$ cat src/rtl/jvps_pkg.sv
// Package with types, tables and constants of the jet valve pattern sequencer.
package jvps_pkg;

  localparam int unsigned ValveCount = 13;
  localparam int unsigned BandCount  = 7;

  localparam logic [2:0] ANIM_ROT_ONE = 3'd4;
  localparam logic [2:0] ANIM_INVALID = 3'd7;

  localparam logic [2:0] REG_RISE   = 3'd0;
  localparam logic [2:0] REG_FALL   = 3'd1;
  localparam logic [2:0] REG_PERIOD = 3'd2;
  localparam logic [2:0] REG_ANIM   = 3'd3;
  localparam logic [2:0] REG_BACK   = 3'd4;
  localparam logic [2:0] REG_GATE   = 3'd5;

  localparam logic [1:0] GATE_NONE   = 2'd0;
  localparam logic [1:0] GATE_BASS   = 2'd1;
  localparam logic [1:0] GATE_VOLUME = 2'd2;
  localparam logic [1:0] GATE_EITHER = 2'd3;

  typedef enum logic [2:0] {
    ST_IDLE,
    ST_CHECK,
    ST_LAUNCH,
    ST_UPDATE,
    ST_EMIT
  } state_t;

  // Valve record held in memory: open flag, height, target.
  typedef struct packed {
    logic       is_open;
    logic [7:0] height;
    logic [7:0] target;
  } valve_t;

  function automatic logic [3:0] step_count(input logic [2:0] anim);
    return (anim >= ANIM_ROT_ONE) ? 4'd13 : 4'd2;
  endfunction

  function automatic logic [12:0] row_mask(input logic [2:0] anim, input logic [3:0] idx);
    logic [12:0] m;
    m = 13'h0000;
    unique case (anim)
      3'd0: m = idx[0] ? 13'h0AAA : 13'h1555;
      3'd1: m = idx[0] ? 13'h064C : 13'h19B3;
      3'd2: m = idx[0] ? 13'h03F8 : 13'h1C07;
      3'd3: m = idx[0] ? 13'h01F0 : 13'h1E0F;
      3'd4: m = (idx < 4'd13) ? (13'h0001 << idx) : 13'h0001 << (idx - 4'd13);
      3'd5: begin
        unique case (idx)
          4'd0: m = 13'h0003;  4'd1: m = 13'h000C;  4'd2: m = 13'h0030;
          4'd3: m = 13'h00C8;  4'd4: m = 13'h0300;  4'd5: m = 13'h0C00;
          4'd6: m = 13'h1001;  4'd7: m = 13'h0006;  4'd8: m = 13'h0018;
          4'd9: m = 13'h0060;  4'd10: m = 13'h0180; 4'd11: m = 13'h0600;
          4'd12: m = 13'h1800; 4'd13: m = 13'h0003; 4'd14: m = 13'h000C;
          default: m = 13'h0030;
        endcase
      end
      3'd6: begin
        unique case (idx)
          4'd0, 4'd12, 4'd13: m = 13'h1001;
          4'd1, 4'd11, 4'd14: m = 13'h0802;
          4'd2, 4'd10, 4'd15: m = 13'h0404;
          4'd3, 4'd9:  m = 13'h0208;
          4'd4, 4'd8:  m = 13'h0110;
          4'd5, 4'd7:  m = 13'h00A0;
          default:     m = 13'h0040;
        endcase
      end
      default: m = 13'h0000;
    endcase
    return m;
  endfunction

endpackage

$ cat src/rtl/jet_valve_pattern_sequencer.sv
// Top level of the jet valve pattern sequencer.
// Valve state lives in a 13-entry RAM, cleared by a pass over every entry after reset.
// A tick may skip both the launch check and the update; the launch check walks
// the RAM once, and a launch rewrites the armed entries in a second walk.
// An update emits one result per valve and can be held by output stalls.
// One tick at a time, taken once the last result has left the output; sync active-low reset.
module jet_valve_pattern_sequencer (
  input  logic        clk,
  input  logic        rst_n,
  input  logic        in_tvalid,
  output logic        in_tready,
  // bass_beat[0], volume_beat[1], band_peak_0..6 [9:2]..[57:50], zero pad to 64
  input  logic [63:0] in_tdata,
  output logic        out_tvalid,
  input  logic        out_tready,
  // valve_index[3:0], valve_is_open[4], jet_level[12:5], jet_goal[20:13], pad
  output logic [23:0] out_tdata,
  output logic        out_tlast,
  input  logic        cfg_wr_en,
  input  logic [2:0]  cfg_index,
  input  logic [15:0] cfg_data
);
  import jvps_pkg::*;

  state_t       state_r, state_nxt;
  logic [7:0]   rise_r, fall_r;
  logic [15:0]  period_r;
  logic [2:0]   anim_r;
  logic         back_r;
  logic [1:0]   gate_r;
  logic [12:0]  pend_r, pend_nxt;
  logic [3:0]   pidx_r, pidx_nxt;
  logic [15:0]  elapsed_r, elapsed_nxt;
  logic [3:0]   vi_r, vi_nxt;
  logic         rd_ph_r, rd_ph_nxt;
  logic         clr_r, clr_nxt;
  logic         ok_r, ok_nxt;
  logic         bass_r, vol_r;
  logic [7:0]   peak_r [BandCount];
  logic         ov_r, ov_nxt;
  logic [23:0]  od_r, od_nxt;
  logic         ol_r, ol_nxt;

  logic         we;
  valve_t       wd, rd;
  logic [3:0]   ra;

  jvps_ram #(.WIDTH($bits(valve_t)), .DEPTH(ValveCount)) u_ram (
    .clk(clk), .wr_en(we), .wr_addr(vi_r), .wr_data(wd),
    .rd_addr(ra), .rd_data(rd)
  );

  assign in_tready  = (state_r == ST_IDLE) && !clr_r && !ov_r;
  assign out_tvalid = ov_r;
  assign out_tdata  = od_r;
  assign out_tlast  = ol_r;

  logic        beat_ok, accepted;
  logic [2:0]  band;
  logic [7:0]  pa, pb;
  logic [8:0]  sum9, rise9;
  logic [3:0]  steps, nidx;
  logic [7:0]  fall_h;

  always_comb begin
    band     = vi_r[3:1];
    pa       = peak_r[band];
    pb       = (band == 3'd6) ? peak_r[0] : peak_r[band + 3'd1];
    sum9     = {1'b0, pa} + {1'b0, pb};
    rise9    = {1'b0, rd.height} + {1'b0, rise_r};
    fall_h   = (rd.height > fall_r) ? rd.height - fall_r : 8'd0;
    steps    = step_count(anim_r);
    if (!back_r) begin
      nidx = (pidx_r + 4'd1 >= steps || pidx_r == 4'd15) ? 4'd0 : pidx_r + 4'd1;
    end else begin
      nidx = (pidx_r == 4'd0 || pidx_r > steps) ? steps - 4'd1 : pidx_r - 4'd1;
    end
    unique case (gate_r)
      GATE_NONE:   beat_ok = 1'b1;
      GATE_BASS:   beat_ok = bass_r;
      GATE_VOLUME: beat_ok = vol_r;
      GATE_EITHER: beat_ok = bass_r | vol_r;
      default:     beat_ok = 1'b1;
    endcase
  end

  always_comb begin
    state_nxt   = state_r;
    pend_nxt    = pend_r;
    pidx_nxt    = pidx_r;
    elapsed_nxt = elapsed_r;
    vi_nxt      = vi_r;
    rd_ph_nxt   = rd_ph_r;
    clr_nxt     = clr_r;
    ok_nxt      = ok_r;
    ov_nxt      = ov_r;
    od_nxt      = od_r;
    ol_nxt      = ol_r;
    accepted    = 1'b0;
    we          = 1'b0;
    wd          = rd;
    ra          = vi_r;
    if (ov_r && out_tready) begin
      ov_nxt = 1'b0;
    end
    unique case (state_r)
      ST_IDLE: begin
        if (clr_r) begin
          we = 1'b1;
          wd = '0;
          vi_nxt = vi_r + 4'd1;
          if (vi_r == 4'(ValveCount - 1)) begin
            clr_nxt = 1'b0;
            vi_nxt  = 4'd0;
          end
        end else if (in_tvalid && in_tready) begin
          accepted    = 1'b1;
          elapsed_nxt = (elapsed_r == 16'hFFFF) ? elapsed_r : elapsed_r + 16'd1;
          vi_nxt      = 4'd0;
          rd_ph_nxt   = 1'b0;
          ok_nxt      = 1'b1;
          state_nxt   = ST_CHECK;
        end
      end
      ST_CHECK: begin
        if (!(elapsed_r > period_r || bass_r || vol_r) || !beat_ok) begin
          state_nxt = ST_UPDATE;
          vi_nxt    = 4'd0;
          rd_ph_nxt = 1'b0;
        end else if (!rd_ph_r) begin
          rd_ph_nxt = 1'b1;
        end else begin
          if (pend_r[vi_r] && (rd.is_open || rd.height > {1'b0, rd.target[7:1]})) begin
            ok_nxt = 1'b0;
          end
          rd_ph_nxt = 1'b0;
          vi_nxt    = vi_r + 4'd1;
          if (vi_r == 4'(ValveCount - 1)) begin
            vi_nxt    = 4'd0;
            state_nxt = ST_LAUNCH;
          end
        end
      end
      ST_LAUNCH: begin
        if (!ok_r) begin
          state_nxt = ST_UPDATE;
        end else if (!rd_ph_r) begin
          rd_ph_nxt = 1'b1;
        end else begin
          we         = pend_r[vi_r];
          wd.is_open = 1'b1;
          wd.target  = vi_r[0] ? sum9[8:1] : pa;
          rd_ph_nxt  = 1'b0;
          vi_nxt     = vi_r + 4'd1;
          if (vi_r == 4'(ValveCount - 1)) begin
            vi_nxt    = 4'd0;
            state_nxt = ST_UPDATE;
            if (anim_r != ANIM_INVALID) begin
              pidx_nxt = nidx;
              pend_nxt = row_mask(anim_r, nidx);
            end
          end
        end
      end
      ST_UPDATE: begin
        if (elapsed_r < period_r) begin
          state_nxt = ST_IDLE;
        end else if (!rd_ph_r) begin
          rd_ph_nxt = 1'b1;
        end else begin
          state_nxt = ST_EMIT;
        end
      end
      ST_EMIT: begin
        if (!ov_r || out_tready) begin
          we = 1'b1;
          if (rd.is_open) begin
            wd.height  = rise9[8] ? 8'hFF : rise9[7:0];
            wd.is_open = !((rise9[8] ? 8'hFF : rise9[7:0]) >= rd.target);
          end else begin
            wd.height = fall_h;
          end
          ov_nxt = 1'b1;
          od_nxt = {3'b000, rd.target, wd.height, wd.is_open, vi_r};
          ol_nxt = (vi_r == 4'(ValveCount - 1));
          rd_ph_nxt = 1'b0;
          vi_nxt    = vi_r + 4'd1;
          state_nxt = ST_UPDATE;
          if (vi_r == 4'(ValveCount - 1)) begin
            vi_nxt      = 4'd0;
            elapsed_nxt = 16'd0;
            state_nxt   = ST_IDLE;
          end
        end
      end
      default: state_nxt = ST_IDLE;
    endcase
  end

  always_ff @(posedge clk) begin
    if (!rst_n) begin
      state_r   <= ST_IDLE;
      rise_r    <= 8'd40;
      fall_r    <= 8'd20;
      period_r  <= 16'd100;
      anim_r    <= 3'd0;
      back_r    <= 1'b0;
      gate_r    <= GATE_NONE;
      pend_r    <= '0;
      pidx_r    <= '0;
      elapsed_r <= '0;
      vi_r      <= '0;
      rd_ph_r   <= 1'b0;
      clr_r     <= 1'b1;
      ok_r      <= 1'b0;
      ov_r      <= 1'b0;
    end else begin
      state_r   <= state_nxt;
      pend_r    <= pend_nxt;
      pidx_r    <= pidx_nxt;
      elapsed_r <= elapsed_nxt;
      vi_r      <= vi_nxt;
      rd_ph_r   <= rd_ph_nxt;
      clr_r     <= clr_nxt;
      ok_r      <= ok_nxt;
      ov_r      <= ov_nxt;
      if (cfg_wr_en) begin
        unique case (cfg_index)
          REG_RISE:   rise_r   <= cfg_data[7:0];
          REG_FALL:   fall_r   <= cfg_data[7:0];
          REG_PERIOD: period_r <= cfg_data;
          REG_ANIM:   anim_r   <= cfg_data[2:0];
          REG_BACK:   back_r   <= cfg_data[0];
          REG_GATE:   gate_r   <= cfg_data[1:0];
          default: ;
        endcase
      end
    end
  end

  always_ff @(posedge clk) begin
    od_r <= od_nxt;
    ol_r <= ol_nxt;
    if (accepted) begin
      bass_r <= in_tdata[0];
      vol_r  <= in_tdata[1];
      for (int b = 0; b < BandCount; b++) begin
        peak_r[b] <= in_tdata[2 + 8*b +: 8];
      end
    end
  end

endmodule

$ cat src/rtl/jvps_ram.sv
// Generic simple dual-port RAM (one write port, one read port) with registered read data.
module jvps_ram #(
  parameter int unsigned WIDTH = 17,
  parameter int unsigned DEPTH = 13
) (
  input  logic                     clk,
  input  logic                     wr_en,
  input  logic [$clog2(DEPTH)-1:0] wr_addr,
  input  logic [WIDTH-1:0]         wr_data,
  input  logic [$clog2(DEPTH)-1:0] rd_addr,
  output logic [WIDTH-1:0]         rd_data
);

  logic [WIDTH-1:0] mem_r [DEPTH];

  always_ff @(posedge clk) begin
    if (wr_en) begin
      mem_r[wr_addr] <= wr_data;
    end
    rd_data <= mem_r[rd_addr];
  end

endmodule

$ cat config.mk
export PLATFORM = sky130hd
export DESIGN_NAME = jet_valve_pattern_sequencer
export DESIGN_NICKNAME = d
export VERILOG_FILES = /design/src/rtl/jvps_pkg.sv /design/src/rtl/jet_valve_pattern_sequencer.sv /design/src/rtl/jvps_ram.sv
export SDC_FILE = /design/constraint.sdc
export NUM_CORES = 1
export LEC_CHECK = 0
export BUFFER_PORTS_ARGS = -buffer_cell sky130_fd_sc_hd__buf_2
export CORE_UTILIZATION = 50
export CTS_CLUSTER_DIAMETER = 100
export DETAILED_ROUTE_END_ITERATION = 6
export PLACE_DENSITY = 0.72
export SLEW_MARGIN = 20
export SYNTH_ARGS = -nofsm -noshare
export SYNTH_HDL_FRONTEND = slang
export SYNTH_SLANG_ARGS = --single-unit
$ cat constraint.sdc
create_clock -name clk -period 16.5 [get_ports clk]
set_clock_uncertainty 0.1 [all_clocks]
set_input_delay 0.825 -clock clk [delete_from_list [all_inputs] [get_ports clk]]
set_output_delay 0.825 -clock clk [all_outputs]
set_load 0.005 [all_outputs]
=== Yosys cells after proc, flatten, opt, wreduce, memory -nomap -nowiden ===
Memory sizes are Yosys's and may differ from the RTL's. A register that Yosys moved wholly into a read port is not among the register bits.
Cells that the tools add are included.

* Bits in writable memories: 277
* Input port bits: 88
* Bits in read-only memories: 416
* Register bits after elaboration: 106
* Memories: 4
* Word-level logic and storage cells: 212

* Eq/ne operators: 39
* Add/subtract/negate cells: 10
* Shift-type cells: 2
* Order comparisons: 10
* Mux-type cells: 88
* Bitwise gates (word level): 1
* Reduce and logical (&&, ||, !) cells: 39

{| class="wikitable"
|+ Memories
! memory !! depth !! bits a word !! rd ports !! clocked after Yosys merged registers in !! write ports !! line !! source
|-
| u_ram.mem_r || 13 || 17 || 1 || 1 || 1 || jvps_ram.sv:14 || <nowiki>logic [WIDTH-1:0] mem_r [DEPTH];</nowiki>
|-
| (no name shown) || 16 || 13 || 1 || 0 || 0 || jvps_pkg.sv:51 || <nowiki>unique case (idx)</nowiki>
|-
| (no name shown) || 16 || 13 || 1 || 0 || 0 || jvps_pkg.sv:61 || <nowiki>unique case (idx)</nowiki>
|-
| peak_r || 7 || 8 || 3 || 1 || 7 || jet_valve_pattern_sequencer.sv:39 || <nowiki>logic [7:0] peak_r [BandCount];</nowiki>
|}

{| class="wikitable"
|+ Operators by type and width
! kind !! number
|-
| one-hot mux 13 bit (7 select lines) || 1
|-
| 2-to-1 mux 16 bit || 5
|-
| 2-to-1 mux 13 bit || 5
|-
| 2-to-1 mux 8 bit || 7
|-
| 2-to-1 mux 4 bit || 11
|-
| 2-to-1 mux 3 bit || 13
|-
| 2-to-1 mux 1 bit || 32
|-
| one-hot mux 16 bit (2 select lines) || 1
|-
| one-hot mux 8 bit (2 select lines) || 2
|-
| left shift 1 x 4 -> 13 bit (first input constant) || 2
|-
| equality test 3 bit (second input constant) || 7
|-
| adder 8 x 8 -> 9 bit || 2
|-
| equality test 3 x 2 -> 1 bit (second input constant) || 6
|-
| inequality test 2 bit (second input constant) || 9
|-
| inequality test 3 bit (second input constant) || 6
|-
| AND reduction 6 bit || 3
|-
| 2-to-1 mux 17 bit || 1
|-
| adder 16 x 1 -> 16 bit (second input constant) || 1
|-
| equality test 16 bit (second input constant) || 1
|-
| > comparator 16 bit || 1
|-
| < comparator 16 bit || 1
|-
| one-hot mux 4 bit (4 select lines) || 1
|-
| one-hot mux 3 bit (5 select lines) || 1
|-
| AND reduction 2 bit || 7
|-
| other kinds (39) || 63
|}

=== Logic depth before layout (Yosys ltp) ===
* Depth in word-level cells: 10
* Mapped depth: 19
* Gate-level depth less buffers: 19

=== Cells and area by module ===
A second synthesis with hierarchy kept.

* Cells, all modules: 1496
* Area, all modules: 19198.4 µm²

{| class="wikitable"
|+ Modules (own cells, without submodules)
! module !! times used !! cells each !! area each (µm²) !! seq. area each (µm²)
|-
| jet_valve_pattern_sequencer || 1 || 1112 || 10329.9 || 4103.9
|-
| jvps_ram || 1 || 384 || 8868.5 || 6976.7
|}

=== Least setup slack after synthesis ===
OpenSTA, ideal clock, no wires.

* Path kind: flip-flop to flip-flop
* From: register state_r[2]
* To: register ok_r
* Required time: 16314 ps
* Clock period less this slack: 5577 ps
* Data arrival time: 5391 ps
* Path slack: 10923 ps
* Library setup time: 86 ps
* Stages on the path, launching flop included: 6
* Cells stage by stage: dfxtp_1 -> or3_1 -> clkbuf_1 -> nor3_1 -> o21ai_0 -> a21oi_1

* Word-level cells in the longest chain between the ends: 6

{| class="wikitable"
|+ Ends and longest elaborated chain
! what !! line !! source
|-
| start: declaration || jet_valve_pattern_sequencer.sv:25 || <nowiki>state_t state_r, state_nxt;</nowiki>
|-
| start signal: assignment || jet_valve_pattern_sequencer.sv:218 || <nowiki>state_r <= state_nxt;</nowiki>
|-
| logical NOT 3 bit || jet_valve_pattern_sequencer.sv:53, jet_valve_pattern_sequencer.sv:106 ||
|-
| logical AND 1 bit (2 in a row) || jet_valve_pattern_sequencer.sv:53 || <nowiki>assign in_tready = (state_r == ST_IDLE) && !clr_r && !ov_r;</nowiki>
|-
| logical AND 1 bit || jet_valve_pattern_sequencer.sv:116 || <nowiki>end else if (in_tvalid && in_tready) begin</nowiki>
|-
| inequality test 2 x 1 -> 1 bit (no source line) || -- ||
|-
| AND reduction 6 bit (no source line) || -- ||
|-
| end signal: assignment || jet_valve_pattern_sequencer.sv:225 || <nowiki>ok_r <= ok_nxt;</nowiki>
|-
| end: declaration || jet_valve_pattern_sequencer.sv:37 || <nowiki>logic ok_r, ok_nxt;</nowiki>
|}

Several ways; a longest one is shown, not always the timed one.
A chain may end at the register's enable or synchronous reset.

=== Final worst setup path ===
* From: register vi_r[1], in the netlist ra[1]
* To: memory u_ram.mem_r[1][5], data pin

* Word-level cells in the longest chain between the ends: 8

{| class="wikitable"
|+ Ends and longest elaborated chain
! what !! line !! source
|-
| start: declaration || jet_valve_pattern_sequencer.sv:34 || <nowiki>logic [3:0] vi_r, vi_nxt;</nowiki>
|-
| start signal: assignment || jet_valve_pattern_sequencer.sv:222 || <nowiki>vi_r <= vi_nxt;</nowiki>
|-
| adder 3 x 1 -> 3 bit || jet_valve_pattern_sequencer.sv:68 || <nowiki>pb = (band == 3'd6) ? peak_r[0] : peak_r[band + 3'd1];</nowiki>
|-
| memory (7 x 8 bit) || -- ||
|-
| 2-to-1 mux 8 bit (*) || jet_valve_pattern_sequencer.sv:68 ||
|-
| adder 8 x 8 -> 9 bit (*) || jet_valve_pattern_sequencer.sv:69 || <nowiki>sum9 = {1'b0, pa} + {1'b0, pb};</nowiki>
|-
| 2-to-1 mux 8 bit (*) || jet_valve_pattern_sequencer.sv:152 || <nowiki>wd.target = vi_r[0] ? sum9[8:1] : pa;</nowiki>
|-
| 2-to-1 mux 8 bit (*) || jet_valve_pattern_sequencer.sv:147 || <nowiki>end else if (!rd_ph_r) begin</nowiki>
|-
| 2-to-1 mux 8 bit (*) || jet_valve_pattern_sequencer.sv:145 || <nowiki>if (!ok_r) begin</nowiki>
|-
| one-hot mux 8 bit (2 select lines) (*) || jet_valve_pattern_sequencer.sv:106 || <nowiki>unique case (state_r)</nowiki>
|-
| via u_ram.wr_data[5] || jvps_ram.sv:9 || <nowiki>input logic [WIDTH-1:0] wr_data,</nowiki>
|-
| end: declaration || jvps_ram.sv:14 ||
|}

Mark *: on every way through the listed nets, which the timed path passes. The rest lies on a longest branch.

==> impl_metrics.toml <==
[critical_path]
cpMostUsedCell = "nor2_1"
path_buf_inv = 1
cp_slowest_stage_delay_ps = 790
cp-end-kind = "flop"
slowest_stage = "ha_1"
criticalPathCategory = "reg -> reg"
critPathArrivalTime_ps = 5590
crit_path_max_fanout = 28
crit_chain = "inv_1 -> ha_1 -> mux4_2 -> and2_1 -> o311a_1 -> nor2_1 -> nor2_1 -> fa_1 -> a21o_1 -> a21oi_1 -> nor2b_1 -> o21ai_0 -> nand2b_1 -> xnor2_1 -> o2111a_1 -> o2bb2ai_1"
worst_setup_path_start_kind = "flop"
crit_family = "compound AO/OA/AOI/OAI gates"
crit_required_ps = 16630

[synthesis]
ys_ff_latch = 403
syn_area_per_cell_um2 = 13.1
synthCells = 1458
yosysMostFrequentCell = "edfxtp_1"
ys_types = 78
synth_common_cells = "301 x edfxtp_1, 147 x nand2_1, 102 x dfxtp_1"
synth_top_area_share_pct = 47.3
ys_async_sr_fraction_pct = 0
yosys_warnings = 0
netlist_top_cells_area = "edfxtp_1 47%, dfxtp_1 11%, mux4_2 10%, ha_1 5.0%, nand2_1 2.9%"
synth_ff_type = "edfxtp_1"
syn_area_mm2 = 0.0191
seq_area_frac_synth_pct = 58.0
synth_edf_count = 301
yosys.area.top_type = "edfxtp_1"

[timing]
tightest_slew_ps = 1150
maxSlewHeadroom_pct = 23.5
fin_crit_ps = 5450
setup_ws_ps = 11050
hold_viol = 0
slew_violations = 0
setup_tns_ps = 0
setup-violations-final = 0
timing.final.crit_share_pct = 33.0
fmaxAchievable_ghz = 0.183
grt_setup_unrepaired = "false"
hold_ws_ps = 322

[placement]
port_buffers = 105
hpwl_um = 29700
gp_congestion = 0.900
postPlaceCellArea_mm2 = 0.0202
detailedPlace.worstSlack_ps = 11090
placed_cells = 2021

[detailed_routing]
via_count = 12472
drc = 0
routed_wl_um = 45100
ant_nets = 0
viasPerCell = 5.95
drtIter0Drc = 1126
post_drt_wl_per_cell_um = 21.5
drt_pass1_iterations = 6

[power]
power.density_mw_per_mm2 = 148
total_power_mw = 3.20
p_leak_nw = 7.80
ir_drop_uv = 85.5

[clock_tree]
hold_buffers = 0
clk_pin_slew_ps = 60
cts.path.max_buffers = 3
cts_resized = 0
cts_buffers = 42
cts_root_buf = "clkbuf_16"
cts_num_sinks = 403
clkLatencyLatePin_ps = 580
h-tree-depth = 2
cts_setup_buffers = 0
cts_tree = "done"

[die]
die_w_um = 197
die_area_mm2 = 0.0390
row_count = 71
coreArea_mm2 = 0.0377
pin_count = 115
die_y_um = 197
start_util_pct = 50.7

[layout]
syn2layout_area_growth_pct = 13.1
n_antenna_cell = 0
fillers = 3039
layout-drive-gt1-share_pct = 20.2
nets = 1722
finalNonFillerCells = 2097
finalInstanceArea_mm2 = 0.0216
finalCoreUtilization_pct = 57.4

[flow_run]
cap_violations = 0

[outcome]
status = "completed"

[global_routing]
grt_max_degree = 69
grt_pass1_wl_um = 69300
grt.total_usage_pct = 23.4
grt_pass1_vias = 12300
antenna_found_initial = 0
gr-total-overflow = 0

[hold_path]
min_path_type = "in -> reg"
state kept, by name, summed over array words and instances (netlist names), 8 cells and up, named ones only:
register	count
fall_r	8
u_ram.rd_data	17
pend_r	13
period_r	16
u_ram.mem_r	221
elapsed_r	16
out_tdata	21
peak_r	56
rise_r	8
logic make-up (layout without fill, tap and decap cells):
logic type	Yosys count	count (layout)	share of synthesized area (%)
AOI/OAI and AO/OA	304	304	10.7
xor gates and xnor gates	36	36	1.65
adders and majority gates	80	80	5.36
buffers and inverters	139	265	2.84
DFF	403	403	58.0
muxes	130	130	12.6
other	1	3	0.0196
and+or+nand+nor	365	365	8.83
final cells by class:
cell class	count	area [um2]	share of cell area, %
clock buffers	66	1300	6.02
clock inverters	10	72.6	0.336
inverters	58	218	1.01
multi-input cells	918	7570	35.0
flip-flops and latches	403	11100	51.3
well taps	511	639	2.96
repair buffers	131	721	3.34
power by group:
| part | switching [mW] | internal (mW) |
|---|---|---|
| registers | 0.0911 | 1.26 |
| clock network | 0.391 | 0.544 |
| logic | 0.508 | 0.402 |
| total | 0.990 | 2.21 |
path summary, 6_finish.rpt:
path,from,end,slack [ps],cells after the start
setup / recovery,ra[1],u_ram.mem_r[1][5],11050,16
hold / removal,in_tdata[32],peak_r[3][6],320,1
setup reg to reg,ra[1],u_ram.mem_r[1][5],11050,16
hold reg to reg,period_r[12],period_r[12],370,2
cell usage in the layout (no fill, tap or decap), drive strengths merged, types with 13 or more instances in the layout:
master | netlist | final
a211oi | 16 | 16
a21boi | 25 | 25
a21o | 21 | 21
a21oi | 61 | 61
buf | 24 | 131
clkbuf | 57 | 66
dfxtp | 102 | 102
edfxtp | 301 | 301
ha | 77 | 77
inv | 57 | 58
mux2i | 37 | 37
mux4 | 87 | 87
nand2 | 147 | 147
nand2b | 13 | 13
nand3 | 16 | 16
nand4 | 17 | 17
nor2 | 83 | 83
nor2b | 19 | 19
nor3 | 23 | 23
o21ai | 80 | 80
or3 | 13 | 13
xnor2 | 22 | 22
xor2 | 14 | 14
metal layers:
layer | vias up | wire [um] | share of wire, % | GRT usage [%]
li1 | 5736 | - | - | -
met1 | 6213 | 19000 | 42 | 31.2
met2 | 434 | 22100 | 49 | 38.5
met3 | 89 | 2660 | 5.9 | 3.50
met4 | 0 | 1420 | 3.2 | 9.68
met5 | - | 0 | 0 | 0
(Power assumes the default switching activity.)
